`src/hw/rtl/tlpd_pkg.sv`:
```
`timescale 1ns / 1ps

package tlpd_pkg;

    localparam int LENGTH_DIGITS = 9;
    localparam int DIGITS_W      = 4;
    localparam int LEN_W         = 30;
    localparam int BYTE_W        = 8;
    localparam int APB_DATA_W    = 32;
    localparam int APB_ADDR_W    = 3;

    localparam logic [DIGITS_W-1:0] DIGITS_INIT = DIGITS_W'(LENGTH_DIGITS);

    localparam logic [BYTE_W-1:0] ENDPOINT_CODE_RESET = 8'd35;
    localparam logic [BYTE_W-1:0] RAW_CODE_RESET      = 8'd36;

    // register index, taken from the word address
    localparam logic REG_ENDPOINT_CODE = 1'b0;
    localparam logic REG_RAW_CODE      = 1'b1;

    localparam logic [BYTE_W-1:0] ASCII_ZERO = 8'h30;
    localparam logic [BYTE_W-1:0] ASCII_NINE = 8'h39;

    localparam logic [1:0] EV_BYTE      = 2'd0;
    localparam logic [1:0] EV_BAD_TYPE  = 2'd1;
    localparam logic [1:0] EV_BAD_DIGIT = 2'd2;
    localparam logic [1:0] EV_EMPTY     = 2'd3;

    localparam logic KIND_ENDPOINT = 1'b0;
    localparam logic KIND_RAW      = 1'b1;

    // one received byte with its classification
    typedef struct packed {
        logic [BYTE_W-1:0] data;
        logic              is_endpoint;
        logic              is_raw;
        logic              is_digit;
        logic [3:0]        digit;
    } byte_class_t;

endpackage

```
`src/hw/rtl/tlpd_front.sv`:
```
`timescale 1ns / 1ps

module tlpd_front
(
    input  logic                                in_valid,
    input  logic [tlpd_pkg::BYTE_W-1:0]         rx_byte,
    input  logic [tlpd_pkg::BYTE_W-1:0]         endpoint_code,
    input  logic [tlpd_pkg::BYTE_W-1:0]         raw_code,
    input  logic                                queue_full,
    output logic                                in_ready,
    output logic                                push,
    output tlpd_pkg::byte_class_t               cls
);

    assign in_ready = !queue_full;
    assign push     = in_valid && !queue_full;

    always_comb
    begin
        cls.data        = rx_byte;
        cls.is_endpoint = (rx_byte == endpoint_code);
        cls.is_raw      = (rx_byte == raw_code);
        cls.is_digit    = (rx_byte >= tlpd_pkg::ASCII_ZERO) && (rx_byte <= tlpd_pkg::ASCII_NINE);
        // low nibble of an ASCII digit is its value
        cls.digit       = rx_byte[3:0];
    end

endmodule

```
`src/hw/rtl/tlpd_queue.sv`:
```
`timescale 1ns / 1ps

module tlpd_queue
(
    input  logic                    clk,
    input  logic                    rst_n,
    input  logic                    push,
    input  tlpd_pkg::byte_class_t   push_data,
    input  logic                    pop,
    output logic                    full,
    output logic                    not_empty,
    output tlpd_pkg::byte_class_t   head
);

    tlpd_pkg::byte_class_t entry_reg [2];
    logic       wr_ptr_reg;
    logic       wr_ptr_next;
    logic       rd_ptr_reg;
    logic       rd_ptr_next;
    logic [1:0] count_reg;
    logic [1:0] count_next;

    assign full      = (count_reg == 2'd2);
    assign not_empty = (count_reg != 2'd0);
    assign head      = entry_reg[rd_ptr_reg];

    always_comb
    begin
        wr_ptr_next = push ? !wr_ptr_reg : wr_ptr_reg;
        rd_ptr_next = pop ? !rd_ptr_reg : rd_ptr_reg;
        count_next  = count_reg;
        if (push && !pop)
        begin
            count_next = count_reg + 2'd1;
        end
        else if (pop && !push)
        begin
            count_next = count_reg - 2'd1;
        end
    end

    always_ff @(posedge clk or negedge rst_n)
    begin
        if (!rst_n)
        begin
            wr_ptr_reg <= 1'b0;
            rd_ptr_reg <= 1'b0;
            count_reg  <= 2'd0;
        end
        else
        begin
            wr_ptr_reg <= wr_ptr_next;
            rd_ptr_reg <= rd_ptr_next;
            count_reg  <= count_next;
        end
    end

    always_ff @(posedge clk)
    begin
        if (push)
        begin
            entry_reg[wr_ptr_reg] <= push_data;
        end
    end

endmodule

```
`src/hw/rtl/tlpd_back.sv`:
```
`timescale 1ns / 1ps

module tlpd_back
(
    input  logic                                clk,
    input  logic                                rst_n,
    input  logic                                item_valid,
    input  tlpd_pkg::byte_class_t               item,
    output logic                                pop,
    output logic                                out_valid,
    input  logic                                out_ready,
    output logic [tlpd_pkg::BYTE_W-1:0]         out_byte,
    output logic                                msg_kind,
    output logic                                last_of_message,
    output logic [1:0]                          event_code
);

    typedef enum logic [1:0]
    {
        PH_TYPE = 2'd0,
        PH_LEN  = 2'd1,
        PH_PAY  = 2'd2
    } phase_t;

    phase_t                              phase_reg;
    phase_t                              phase_next;
    logic                                kind_reg;
    logic                                kind_next;
    logic [tlpd_pkg::DIGITS_W-1:0]       digits_reg;
    logic [tlpd_pkg::DIGITS_W-1:0]       digits_next;
    logic [tlpd_pkg::LEN_W-1:0]          len_reg;
    logic [tlpd_pkg::LEN_W-1:0]          len_next;

    logic                                out_valid_reg;
    logic                                out_valid_next;
    logic [tlpd_pkg::BYTE_W-1:0]         out_byte_reg;
    logic [tlpd_pkg::BYTE_W-1:0]         out_byte_next;
    logic                                out_kind_reg;
    logic                                out_kind_next;
    logic                                out_last_reg;
    logic                                out_last_next;
    logic [1:0]                          out_event_reg;
    logic [1:0]                          out_event_next;

    logic [tlpd_pkg::LEN_W-1:0]          len_acc;
    logic [tlpd_pkg::LEN_W-1:0]          len_dec;
    logic [tlpd_pkg::DIGITS_W-1:0]       digits_dec;

    // a new item may enter whenever the output slot is free or being emptied
    assign pop = item_valid && (!out_valid_reg || out_ready);

    assign out_valid       = out_valid_reg;
    assign out_byte        = out_byte_reg;
    assign msg_kind        = out_kind_reg;
    assign last_of_message = out_last_reg;
    assign event_code      = out_event_reg;

    // len * 10 + digit, wrapping at the length width
    assign len_acc = {len_reg[tlpd_pkg::LEN_W-4:0], 3'b000}
                   + {len_reg[tlpd_pkg::LEN_W-2:0], 1'b0}
                   + tlpd_pkg::LEN_W'(item.digit);
    assign len_dec    = len_reg - tlpd_pkg::LEN_W'(1);
    assign digits_dec = (digits_reg != '0) ? digits_reg - tlpd_pkg::DIGITS_W'(1) : digits_reg;

    always_comb
    begin
        phase_next     = phase_reg;
        kind_next      = kind_reg;
        digits_next    = digits_reg;
        len_next       = len_reg;
        out_valid_next = out_valid_reg && !out_ready;
        out_byte_next  = out_byte_reg;
        out_kind_next  = out_kind_reg;
        out_last_next  = out_last_reg;
        out_event_next = out_event_reg;

        if (pop)
        begin
            case (phase_reg)
                PH_LEN:
                begin
                    if (!item.is_digit)
                    begin
                        out_valid_next = 1'b1;
                        out_byte_next  = '0;
                        out_kind_next  = kind_reg;
                        out_last_next  = 1'b0;
                        out_event_next = tlpd_pkg::EV_BAD_DIGIT;
                        phase_next     = PH_TYPE;
                        digits_next    = tlpd_pkg::DIGITS_INIT;
                        len_next       = '0;
                    end
                    else if (digits_dec != '0)
                    begin
                        digits_next = digits_dec;
                        len_next    = len_acc;
                    end
                    else if (len_acc == '0)
                    begin
                        out_valid_next = 1'b1;
                        out_byte_next  = '0;
                        out_kind_next  = kind_reg;
                        out_last_next  = 1'b1;
                        out_event_next = tlpd_pkg::EV_EMPTY;
                        phase_next     = PH_TYPE;
                        digits_next    = tlpd_pkg::DIGITS_INIT;
                        len_next       = '0;
                    end
                    else
                    begin
                        phase_next  = PH_PAY;
                        digits_next = digits_dec;
                        len_next    = len_acc;
                    end
                end
                PH_PAY:
                begin
                    out_valid_next = 1'b1;
                    out_byte_next  = item.data;
                    out_kind_next  = kind_reg;
                    out_last_next  = (len_dec == '0);
                    out_event_next = tlpd_pkg::EV_BYTE;
                    if (len_dec == '0)
                    begin
                        phase_next  = PH_TYPE;
                        digits_next = tlpd_pkg::DIGITS_INIT;
                        len_next    = '0;
                    end
                    else
                    begin
                        len_next = len_dec;
                    end
                end
                default:
                begin
                    phase_next  = PH_TYPE;
                    digits_next = tlpd_pkg::DIGITS_INIT;
                    len_next    = '0;
                    if (item.is_endpoint)
                    begin
                        kind_next  = tlpd_pkg::KIND_ENDPOINT;
                        phase_next = PH_LEN;
                    end
                    else if (item.is_raw)
                    begin
                        kind_next  = tlpd_pkg::KIND_RAW;
                        phase_next = PH_LEN;
                    end
                    else
                    begin
                        out_valid_next = 1'b1;
                        out_byte_next  = '0;
                        out_kind_next  = tlpd_pkg::KIND_ENDPOINT;
                        out_last_next  = 1'b0;
                        out_event_next = tlpd_pkg::EV_BAD_TYPE;
                    end
                end
            endcase
        end
    end

    always_ff @(posedge clk or negedge rst_n)
    begin
        if (!rst_n)
        begin
            phase_reg     <= PH_TYPE;
            kind_reg      <= tlpd_pkg::KIND_ENDPOINT;
            digits_reg    <= tlpd_pkg::DIGITS_INIT;
            len_reg       <= '0;
            out_valid_reg <= 1'b0;
            out_byte_reg  <= '0;
            out_kind_reg  <= 1'b0;
            out_last_reg  <= 1'b0;
            out_event_reg <= tlpd_pkg::EV_BYTE;
        end
        else
        begin
            phase_reg     <= phase_next;
            kind_reg      <= kind_next;
            digits_reg    <= digits_next;
            len_reg       <= len_next;
            out_valid_reg <= out_valid_next;
            out_byte_reg  <= out_byte_next;
            out_kind_reg  <= out_kind_next;
            out_last_reg  <= out_last_next;
            out_event_reg <= out_event_next;
        end
    end

endmodule

```
`src/hw/rtl/type_length_payload_deframer_top.sv`:
```
`timescale 1ns / 1ps

// Deframer for a serial byte stream of type/length/payload frames: one type byte
// (endpoint or raw code, both set through the register port), nine ASCII decimal
// length digits, then the payload. Takes one byte per cycle while the queue is not
// full and the output not stalled, the back end doing its state update (length
// multiply-add and compare) as it pops each byte; each result is held in the output
// register. Each payload byte comes out with its message kind and a last flag; a bad
// type byte or a non-digit in the length gives an error result, and a zero length
// gives one empty-message result. A two-entry queue between the classifier and the
// parser, plus the output register, lets input and output stall independently.
module type_length_payload_deframer_top
(
    input  logic                                    clk,
    input  logic                                    rst_n,

    input  logic                                    psel,
    input  logic                                    penable,
    input  logic                                    pwrite,
    input  logic [tlpd_pkg::APB_ADDR_W-1:0]         paddr,
    input  logic [tlpd_pkg::APB_DATA_W-1:0]         pwdata,
    output logic [tlpd_pkg::APB_DATA_W-1:0]         prdata,
    output logic                                    pready,

    input  logic                                    in_valid,
    output logic                                    in_ready,
    input  logic [tlpd_pkg::BYTE_W-1:0]             rx_byte,

    output logic                                    out_valid,
    input  logic                                    out_ready,
    output logic [tlpd_pkg::BYTE_W-1:0]             out_byte,
    output logic                                    msg_kind,
    output logic                                    last_of_message,
    output logic [1:0]                              event_code
);

    logic [tlpd_pkg::BYTE_W-1:0] endpoint_code_reg;
    logic [tlpd_pkg::BYTE_W-1:0] raw_code_reg;
    logic                        reg_sel;
    logic                        cfg_write;

    logic                        queue_full;
    logic                        queue_not_empty;
    logic                        push;
    logic                        pop;
    tlpd_pkg::byte_class_t       push_cls;
    tlpd_pkg::byte_class_t       head_cls;

    assign pready    = 1'b1;
    assign reg_sel   = paddr[2];
    assign cfg_write = psel && penable && pwrite && pready;

    always_ff @(posedge clk or negedge rst_n)
    begin
        if (!rst_n)
        begin
            endpoint_code_reg <= tlpd_pkg::ENDPOINT_CODE_RESET;
            raw_code_reg      <= tlpd_pkg::RAW_CODE_RESET;
        end
        else if (cfg_write)
        begin
            if (reg_sel == tlpd_pkg::REG_ENDPOINT_CODE)
            begin
                endpoint_code_reg <= pwdata[tlpd_pkg::BYTE_W-1:0];
            end
            else
            begin
                raw_code_reg <= pwdata[tlpd_pkg::BYTE_W-1:0];
            end
        end
    end

    always_comb
    begin
        if (reg_sel == tlpd_pkg::REG_ENDPOINT_CODE)
        begin
            prdata = tlpd_pkg::APB_DATA_W'(endpoint_code_reg);
        end
        else
        begin
            prdata = tlpd_pkg::APB_DATA_W'(raw_code_reg);
        end
    end

    tlpd_front u_front
    (
        .in_valid      (in_valid),
        .rx_byte       (rx_byte),
        .endpoint_code (endpoint_code_reg),
        .raw_code      (raw_code_reg),
        .queue_full    (queue_full),
        .in_ready      (in_ready),
        .push          (push),
        .cls           (push_cls)
    );

    tlpd_queue u_queue
    (
        .clk       (clk),
        .rst_n     (rst_n),
        .push      (push),
        .push_data (push_cls),
        .pop       (pop),
        .full      (queue_full),
        .not_empty (queue_not_empty),
        .head      (head_cls)
    );

    tlpd_back u_back
    (
        .clk             (clk),
        .rst_n           (rst_n),
        .item_valid      (queue_not_empty),
        .item            (head_cls),
        .pop             (pop),
        .out_valid       (out_valid),
        .out_ready       (out_ready),
        .out_byte        (out_byte),
        .msg_kind        (msg_kind),
        .last_of_message (last_of_message),
        .event_code      (event_code)
    );

`ifndef SYNTHESIS
    a_zero_byte_on_events : assert property (@(posedge clk) disable iff (!rst_n)
        out_valid && (event_code != tlpd_pkg::EV_BYTE) |-> (out_byte == '0))
        else $error("non-payload result carries a nonzero byte");

    a_errors_not_last : assert property (@(posedge clk) disable iff (!rst_n)
        out_valid && ((event_code == tlpd_pkg::EV_BAD_TYPE) ||
                      (event_code == tlpd_pkg::EV_BAD_DIGIT)) |-> !last_of_message)
        else $error("error result flagged as last of message");

    a_empty_is_last : assert property (@(posedge clk) disable iff (!rst_n)
        out_valid && (event_code == tlpd_pkg::EV_EMPTY) |-> last_of_message)
        else $error("empty-message result not flagged as last");

    a_bad_type_kind : assert property (@(posedge clk) disable iff (!rst_n)
        out_valid && (event_code == tlpd_pkg::EV_BAD_TYPE) |-> !msg_kind)
        else $error("bad type result carries raw kind");
`endif

endmodule

```
`config.mk`:
```
export PLATFORM = sky130hd
export DESIGN_NAME = type_length_payload_deframer_top
export DESIGN_NICKNAME = d
export VERILOG_FILES = /design/src/hw/rtl/tlpd_pkg.sv /design/src/hw/rtl/tlpd_front.sv /design/src/hw/rtl/tlpd_queue.sv /design/src/hw/rtl/tlpd_back.sv /design/src/hw/rtl/type_length_payload_deframer_top.sv
export SDC_FILE = /design/constraint.sdc
export NUM_CORES = 1
export LEC_CHECK = 0
export ABC_AREA = 1
export BUFFER_PORTS_ARGS = -buffer_cell sky130_fd_sc_hd__buf_2
export CORE_UTILIZATION = 25
export DETAILED_ROUTE_END_ITERATION = 7
export HOLD_SLACK_MARGIN = 0.03
export PLACE_DENSITY = 0.43
export SLEW_MARGIN = 20
export SYNTH_ARGS = -nofsm -noshare
export SYNTH_HDL_FRONTEND = slang
export SYNTH_SLANG_ARGS = --single-unit
```
`constraint.sdc`:
```
create_clock -name clk -period 9 [get_ports clk]
set_clock_uncertainty 0.2 [all_clocks]
set_input_delay 0.45 -clock clk [delete_from_list [all_inputs] [get_ports clk]]
set_output_delay 0.45 -clock clk [all_outputs]
set_load 0.01 [all_outputs]
```
==> run metrics, run 1 <==
outcome finished, final reports clean; xor/xnor share of the synthesized area 0.0627; Synth cell types 52; CORE AREA 30,900 sq um; Leakage Power 4.73 nW; fmax 221 MHz; Multi-input gate area 4770 sq um; vias in the first global route 6,687; Final Max Tran Viols 0; CTS tree yes; Synth Area in Compound Gates 0.0996; Clock Pin Slew Worst Setup and Hold Paths 0.07 ns; Starting DRT DRC Count between 300 and 400; mean number of vias per cell approximately 4.4; Max Buffers Root-to-Sink 2; Final GP Congestion 0.840; Worst Max-Slew Pin Slew 0.996 ns; Pre-Repair DR Iteration Count 5; number of gates resized after cts 0; CTS Hold Bufs 0; Synth Instances approximately 1,100; Nets around 1,300; normalized max-slew margin 0.335; # port buffers 45; CP max stage cell dfrtp_1; # Post-CTS Setup Buffers 0; area grow syn2layout 11.0%; Yosys reg bits a little over 90; EDFF count, synth 22; crit path DAT 4.56 ns; CTS HTree Levels 3; register area 2420 sq um; CTS Root Buffer Type clkbuf_16; Power Dens Cells 365 nW/um^2; synth warn 0; CP startpoint kind flip-flop; Post-Synth Adder-Cell Area 0.0996; final worst-path cycle share 0.502; ordered cell list for the critical path inv_2, nand2_1, nand2_1, ha_1, ha_1, inv_1, fa_1, inv_1, nand2_1, nand2_1, nand3_1, nand2_1, nand3_1, nand4_1, nand2_1, nor2_1, nand2_1, nor2_1, nand2_1, nand2_2, nand2_2, nand2_1, o21ai_2; maximum vdd drop between 0.00015 and 0.0002 V; first-pass GRT wire length ~36,000 um; Critical Path RT 9.04 ns; Top Family by Delay on Critical Path simple AND/OR/NAND/NOR gates; die area 32,500 sq um; Initial Util 0.257; Simple-Gate Fraction of Synth Area 0.324; initial antenna violation count 1; post-route minimum period 4.52 ns; largest net degree at the start of global routing 71; commonest cells after routing, fill and taps aside nand2_1 (380), inv_1 (141), nor2_1 (106); Post-Place Cells 1,563; CP Class reg -> reg; max cap viols 0; CP most frequent cell nand2_1; Avg Inst Size Synth 6.96 sq um; max reg flops 30; most common cell after layout, fill and taps aside nand2_1; antenna cells 0; register area share after synthesis 0.305; Main synth FF type dfrtp_1; clk_lat worst skew 0.36 ns; critical path's largest stage delay between 0.6 and 0.7 ns; share of cells above drive strength 1 0.111; fin cells about 1,600; RSZ-0062 raised after global routing no; Worst Setup End Kind flip-flop; wirelength, routed 22,400 um; I/O pin cnt 97; Hold Fails Final Rpt 0; sum of negative setup slack 0 ns; main combinational cell family by area after synthesis simple AND/OR/NAND/NOR gates; mux cell area share after synthesis 0.00252; grt ovf 0; Die Y 180 um; number of core rows 64; GRT Util Overall 0.142; CTS Buf Count 9; crit-path max FO 22; ys async rst share 0.761; DIE WIDTH 180 um; fillcell total 3,468; DP Wirelength 17,400 um; Post-DRT Antenna Nets 0; Setup violations, final 0; WP buf/inv 3; drc violations 0; Netlist Area Pre-Place 7940 sq um; vias 6,969; Clock Sink Count 92; Hold Crit Class in -> async; Wirelength per Cell around 14 um
## stage by stage
stage | util | setup WS [ns] | hold WS [ns] | power (mW) | cell area [sq um]
floorplan | - | 5.36 | -0.0456 | 2.28 | 8030
global placement | 0.275 | 4.46 | 0.262 | 2.81 | 8490
detailed placement | 0.275 | 4.47 | 0.264 | 2.80 | 8490
CTS | 0.285 | 4.45 | 0.0853 | 3.25 | 8820
global route | 0.285 | 4.04 | 0.119 | 3.54 | 8820
finish | 0.285 | 4.48 | 0.0456 | 3.22 | 8820
## power breakdown
part | switching [mW] | internal, mW | total [mW] | leakage, nW
registers | 0.124 | 0.550 | 0.673 | 1.12
clock network | 0.183 | 0.249 | 0.432 | 0.164
logic | 1.40 | 0.710 | 2.11 | 3.45
## cell families (layout without fill, tap and decap cells)
logic type | count (synthesis) | count (layout)
AND/OR/NAND/NOR | 607 | 607
buffers and inverters | 191 | 210
AO/OA/AOI/OAI | 129 | 129
flip-flops | 92 | 92
adder cells (fa/ha/maj) | 62 | 62
XOR/XNOR | 56 | 56
other | 2 | 25
multiplexers | 2 | 2
## final timing paths
| check | from | endpoint | slack (ns) | cells past startpoint |
|---|---|---|---|---|
| max | u_queue.rd_ptr_reg$_DFFE_PN0P_ | u_back.out_byte[5]$_DFFE_PN0P_ | 4.48 | 23 |
| min | rst_n | raw_code_reg[4]$_DFFE_PN0P_ | 0.05 | 1 |
| max reg2reg | u_queue.rd_ptr_reg$_DFFE_PN0P_ | u_back.out_byte[5]$_DFFE_PN0P_ | 4.48 | 23 |
| min reg2reg | u_queue.count_reg[0]$_DFFE_PN0P_ | u_queue.count_reg[0]$_DFFE_PN0P_ | 0.28 | 1 |
| max in group asynchronous | rst_n | u_back.len_reg[27]$_DFFE_PN0P_ | 7.93 | 1 |
| min in group clk | pwdata[5] | endpoint_code_reg[5]$_DFFE_PN1P_ | 0.12 | 3 |
## layer usage
layer	part of all wire	vias to the layer above	routed length (um)	GRT usage
li1	-	3667	-	-
met1	0.49	3153	10900	0.187
met2	0.46	124	10400	0.239
met3	0.032	23	718	0.0247
met4	0.015	2	327	0.0349
met5	0.00058	-	13	0
## synth_stat cells (2+ instances only)
| cell type | instances | area share |
|---|---|---|
| nand2_1 | 380 | 0.18 |
| inv_1 | 141 | 0.067 |
| nor2_1 | 108 | 0.051 |
| dfrtp_1 | 63 | 0.20 |
| ha_1 | 60 | 0.095 |
| o21ai_0 | 59 | 0.037 |
| nand3_1 | 52 | 0.033 |
| xor2_1 | 34 | 0.037 |
| buf_4 | 25 | 0.024 |
| a21oi_1 | 24 | 0.015 |
| edfxtp_1 | 22 | 0.083 |
| xnor2_1 | 21 | 0.023 |
| o21ai_2 | 16 | 0.018 |
| nand4_1 | 14 | 0.011 |
| a22o_1 | 13 | 0.014 |
| clkbuf_1 | 13 | 0.0061 |
| nor2_2 | 11 | 0.0087 |
| nand2_2 | 10 | 0.0079 |
| dfstp_2 | 7 | 0.023 |
| nor3_1 | 7 | 0.0044 |
| o22ai_1 | 7 | 0.0055 |
| nand3_2 | 4 | 0.0050 |
| nor4_1 | 4 | 0.0032 |
| or2_2 | 4 | 0.0032 |
| clkinv_1 | 3 | 0.0014 |
| buf_1 | 2 | 0.00095 |
| buf_2 | 2 | 0.0013 |
| buf_6 | 2 | 0.0028 |
| conb_1 | 2 | 0.00095 |
| fa_1 | 2 | 0.0050 |
| mux2i_1 | 2 | 0.0025 |
| nand3b_1 | 2 | 0.0019 |
| nor2_4 | 2 | 0.0028 |
| nor3_4 | 2 | 0.0041 |
| o21a_1 | 2 | 0.0019 |
| o21ai_1 | 2 | 0.0013 |
| o21bai_1 | 2 | 0.0019 |
## final cells by class
cell class                 count  area share
multi-input combinational    881       0.541
sequential                    92       0.275
inverter                     146      0.0627
tap                          396      0.0562
timing repair buffer          48      0.0284
clock buffer                   9      0.0255
clock inverter                 7      0.0119
Note: power is estimated with default switching activity, not from simulation.
==> run 2: changes to the inputs <==
--- a/config.mk
+++ b/config.mk
@@ -5,7 +5,7 @@
 export SDC_FILE = /design/constraint.sdc
 export NUM_CORES = 1
 export LEC_CHECK = 0
-export ABC_AREA = 1
+export ABC_AREA = 0
 export BUFFER_PORTS_ARGS = -buffer_cell sky130_fd_sc_hd__buf_2
 export CORE_UTILIZATION = 25
 export DETAILED_ROUTE_END_ITERATION = 7
==> constraint.sdc (replaced) <==
create_clock -name clk -period 4.34 [get_ports clk]
set_clock_uncertainty 0.2 [all_clocks]
set_input_delay 0.217 -clock clk [delete_from_list [all_inputs] [get_ports clk]]
set_output_delay 0.217 -clock clk [all_outputs]
set_load 0.01 [all_outputs]
==> run metrics, run 2 <==
register area 2420 sq um (about the same); most common cell after layout, fill and taps aside buf_4 (was nand2_1); max cap viols 0 (unchanged); Net Sw Power 1.69 mW (was 1.71 mW); crit-path max FO 5 (was 22); vias 7,188 (was 6,969); critical path's largest stage delay 0.47 ns (was 0.69 ns); CP max stage cell fa_1 (was dfrtp_1); Clock Pin Slew Worst Setup and Hold Paths 0.08 ns (was 0.07 ns); Leakage Power 4.60 nW (was 4.73 nW); r2r startpoint u_queue.rd_ptr_reg$_DFFE_PN0P_ (unchanged); combinational group share of total power 0.502 (was 0.656); Nets 1,147 (was 1,290); DP Wirelength 18,800 um (was 17,400 um); Avg Inst Size Synth 8.85 sq um (was 6.96 sq um); Worst Setup SP u_queue.rd_ptr_reg$_DFFE_PN0P_ (unchanged); vias in the first global route 7,228 (was 6,687); commonest cells after routing, fill and taps aside buf_4 (127), nand2_1 (66), dfrtp_1 (62) (was nand2_1 (380), inv_1 (141), nor2_1 (106)); fin worst setup slack -0.248 ns (was 4.48 ns); Critical Path RT 4.38 ns (was 9.04 ns); outcome finished with violations (was finished, final reports clean); Initial Util 0.257 (about the same); crit path DAT 4.63 ns (was 4.56 ns); Post-DRT Antenna Nets 0 (unchanged); Top Family by Delay on Critical Path simple AND/OR/NAND/NOR gates (unchanged); Worst Max-Slew Pin Slew 0.965 ns (was 0.996 ns); Synth cell types 76 (was 52); clock power share 0.206 (was 0.134); Synth area leaders dfrtp_1 (20%), ha_1 (9.7%), edfxtp_1 (8.6%), mux2_2 (4.5%), xnor2_1 (4.1%) (was dfrtp_1 (20%), nand2_1 (18%), ha_1 (9.5%), edfxtp_1 (8.3%), inv_1 (6.7%)); sw frac 0.419 (was 0.531); Hold Fails Final Rpt 0 (unchanged); Die Y 178 um (was 180 um); EDFF count, synth 22 (unchanged); Hold Path Stages 1; first-pass GRT wire length 39,400 um (was 36,300 um); CP Depth 17 (was 23); Wirelength per Cell 17.1 um (was 14.2 um); fillcell total 3,102 (was 3,468); max reg flops 30 (unchanged); wirelength, routed 24,500 um (was 22,400 um); CTS HTree Levels 3 (unchanged); CTS Root Buffer Type clkbuf_16 (unchanged); Worst Setup End Kind flip-flop (unchanged); Pre-Repair DR Iteration Count 4 (was 5); final worst-path cycle share 1.06 (was 0.502); antenna cells 0 (unchanged); Main synth FF type dfrtp_1 (unchanged); top cell type's share of synthesized area 0.204 (was 0.198); normalized max-slew margin 0.356 (was 0.335); failing checks setup timing; ordered cell list for the critical path mux2i_4, fa_1, buf_4, fa_2, nand2b_4, a211oi_4, buf_6, a2bb2oi_4, and3_4, o21ai_4, a211o_1, or4_4, buf_4, nor4_4, buf_6, a21oi_1, or3_1 (was inv_2, nand2_1, nand2_1, ha_1, ha_1, inv_1, fa_1, inv_1, nand2_1, nand2_1, nand3_1, nand2_1, nand3_1, nand4_1, nand2_1, nor2_1, nand2_1, nor2_1, nand2_1, nand2_2, nand2_2, nand2_1, o21ai_2); Flop pwr share 0.292 (was 0.209); sum of negative setup slack -3.02 ns (was 0 ns); drc violations 0 (unchanged); worst r2r path cells 17 (was 23); grt ovf 0 (unchanged); I/O pin cnt 97 (unchanged); post-route minimum period 4.59 ns (was 4.52 ns); CORE AREA 30,000 sq um (was 30,900 sq um); die area 31,600 sq um (was 32,500 sq um); Hold Crit Class reg -> reg (was in -> async); P_int 2.35 mW (was 1.51 mW); Synth area leader dfrtp_1 (unchanged); GRT Util Overall 0.159 (was 0.142); register area share after synthesis 0.314 (was 0.305); share of cells above drive strength 1 0.288 (was 0.111); Final GP Congestion 0.853 (was 0.840); RSZ-0062 raised after global routing yes (was no); Clock Sink Count 92 (unchanged); number of core rows 63 (was 64); count leader, synth nand2_1 (unchanged); fmax 218 MHz (was 221 MHz); area grow syn2layout 31.0% (was 11.0%); WP buf/inv 4 (was 3); maximum vdd drop 0.000192 V (was 0.000179 V); clk_lat worst skew 0.36 ns (about the same); CTS tree yes (unchanged); initial antenna violation count 0 (was 1); Final Max Tran Viols 0 (unchanged); Yosys reg bits 92 (unchanged); Setup violations, final 16 (was 0); Hold Startpoint u_queue.wr_ptr_reg$_DFFE_PN0P_; largest net degree at the start of global routing 71 (unchanged); Multi-input gate area 5330 sq um (was 4770 sq um); Power Dens Cells 399 nW/um^2 (was 365 nW/um^2); Max Buffers Root-to-Sink 2 (unchanged); mean number of vias per cell 5.03 (was 4.41); Synth top cells by count nand2_1 (68), dfrtp_1 (63), ha_1 (60) (was nand2_1 (380), inv_1 (141), nor2_1 (108)); synth warn 0 (unchanged); CTS Buf Count 9 (unchanged); Synth Instances 871 (was 1,141); CP Class reg -> reg (unchanged); DIE WIDTH 178 um (was 180 um); Netlist Area Pre-Place 7710 sq um (was 7940 sq um); Post-Place Setup Slack -0.723 ns (was 4.47 ns); CP startpoint kind flip-flop (unchanged); ys async rst share 0.761 (unchanged); # port buffers 45 (unchanged); Starting DRT DRC Count 400 (was 320)
==> run 2: kinds of logic (layout without fill, tap and decap cells) <==
kind of cell / after synthesis / in the layout / synth area share
mux: 43 / 43 / 0.0608
xor+xnor: 51 / 51 / 0.0579
other cells: 2 / 25 / 0.000974
compound gates: 209 / 209 / 0.183
buf+inv: 96 / 242 / 0.0600
flops: 92 / 92 / 0.314
simple gates: 316 / 316 / 0.221
fa+ha+maj: 62 / 62 / 0.103
==> run 2: routing by layer <==
layer  vias to the layer above  share of wire  global-route usage
met1                      3530           0.48               0.214
met4                         0          0.010              0.0381
met3                        17          0.019              0.0148
met2                        85           0.49               0.271
met5                         -              0                   0
li1                       3556              -                   -
==> run 2: worst paths after layout <==
path | to | slack, ns
worst max-delay path | u_back.last_of_message$_DFFE_PN0P_ | -0.25
worst min-delay path | u_queue.wr_ptr_reg$_DFFE_PN0P_ | 0.30
worst max register to register | u_back.last_of_message$_DFFE_PN0P_ | -0.25
worst min register to register | u_queue.wr_ptr_reg$_DFFE_PN0P_ | 0.30
max in group asynchronous | u_queue.rd_ptr_reg$_DFFE_PN0P_ | 2.91
min in group asynchronous | endpoint_code_reg[7]$_DFFE_PN0P_ | 0.35
==> run 2: worst reg2reg max path: stages (launching register included) <==
cell and delay, ns:
dfrtp_2 0.44, mux2i_4 0.28, fa_1 0.47, buf_4 0.16
fa_2 0.33, nand2b_4 0.16, a211oi_4 0.20, buf_6 0.16
a2bb2oi_4 0.21, and3_4 0.23, o21ai_4 0.07, a211o_1 0.29
or4_4 0.45, buf_4 0.16, nor4_4 0.14, buf_6 0.16
a21oi_1 0.07, or3_1 0.30
==> run 2: power by group through the flow <==
stage / registers, mW / clock network [mW] / logic (mW)
floorplan: 1.17 / 0 / 1.28
finish: 1.18 / 0.832 / 2.03
CTS: 1.18 / 0.851 / 1.93
global placement: 1.19 / 0 / 1.83
detailed placement: 1.19 / 0 / 1.83
global route: 1.19 / 0.879 / 2.26
==> run 2: metrics by stage <==
| step | instances | hold slack, ns | area, sq um | total power, mW | util |
|---|---|---|---|---|---|
| 2_1_floorplan | 894 | -0.279 | 7880 | 2.45 | - |
| 3_3_place_gp | 1372 | 0.251 | 9050 | 3.02 | 0.301 |
| 5_1_grt | 1430 | 0.317 | 10100 | 4.33 | 0.336 |
| 6_report | 1430 | 0.298 | 10100 | 4.04 | 0.336 |
| 3_5_place_dp | 1372 | 0.246 | 9050 | 3.02 | 0.301 |
| 4_1_cts | 1421 | 0.295 | 9860 | 3.96 | 0.328 |
==> run 2: timing repair <==
| item | 4_1_cts | 5_1_grt |
|---|---|---|
| setup buffers | 14 | 10 |
| resized for setup | 36 | 33 |
| endpoints found under the hold margin | 97 | 0 |
| hold buffers | 19 | 0 |
| endpoints found under the setup margin | 17 | 17 |
| pin swaps | 18 | 18 |
==> run 2: area by class of cell <==
type	count	area share
inverters	29	0.0108
repair buffers	197	0.143
well taps	390	0.0483
clock buffers	9	0.0223
flip-flops and latches	92	0.240
multi-input cells	706	0.527
clock inverters	7	0.00879
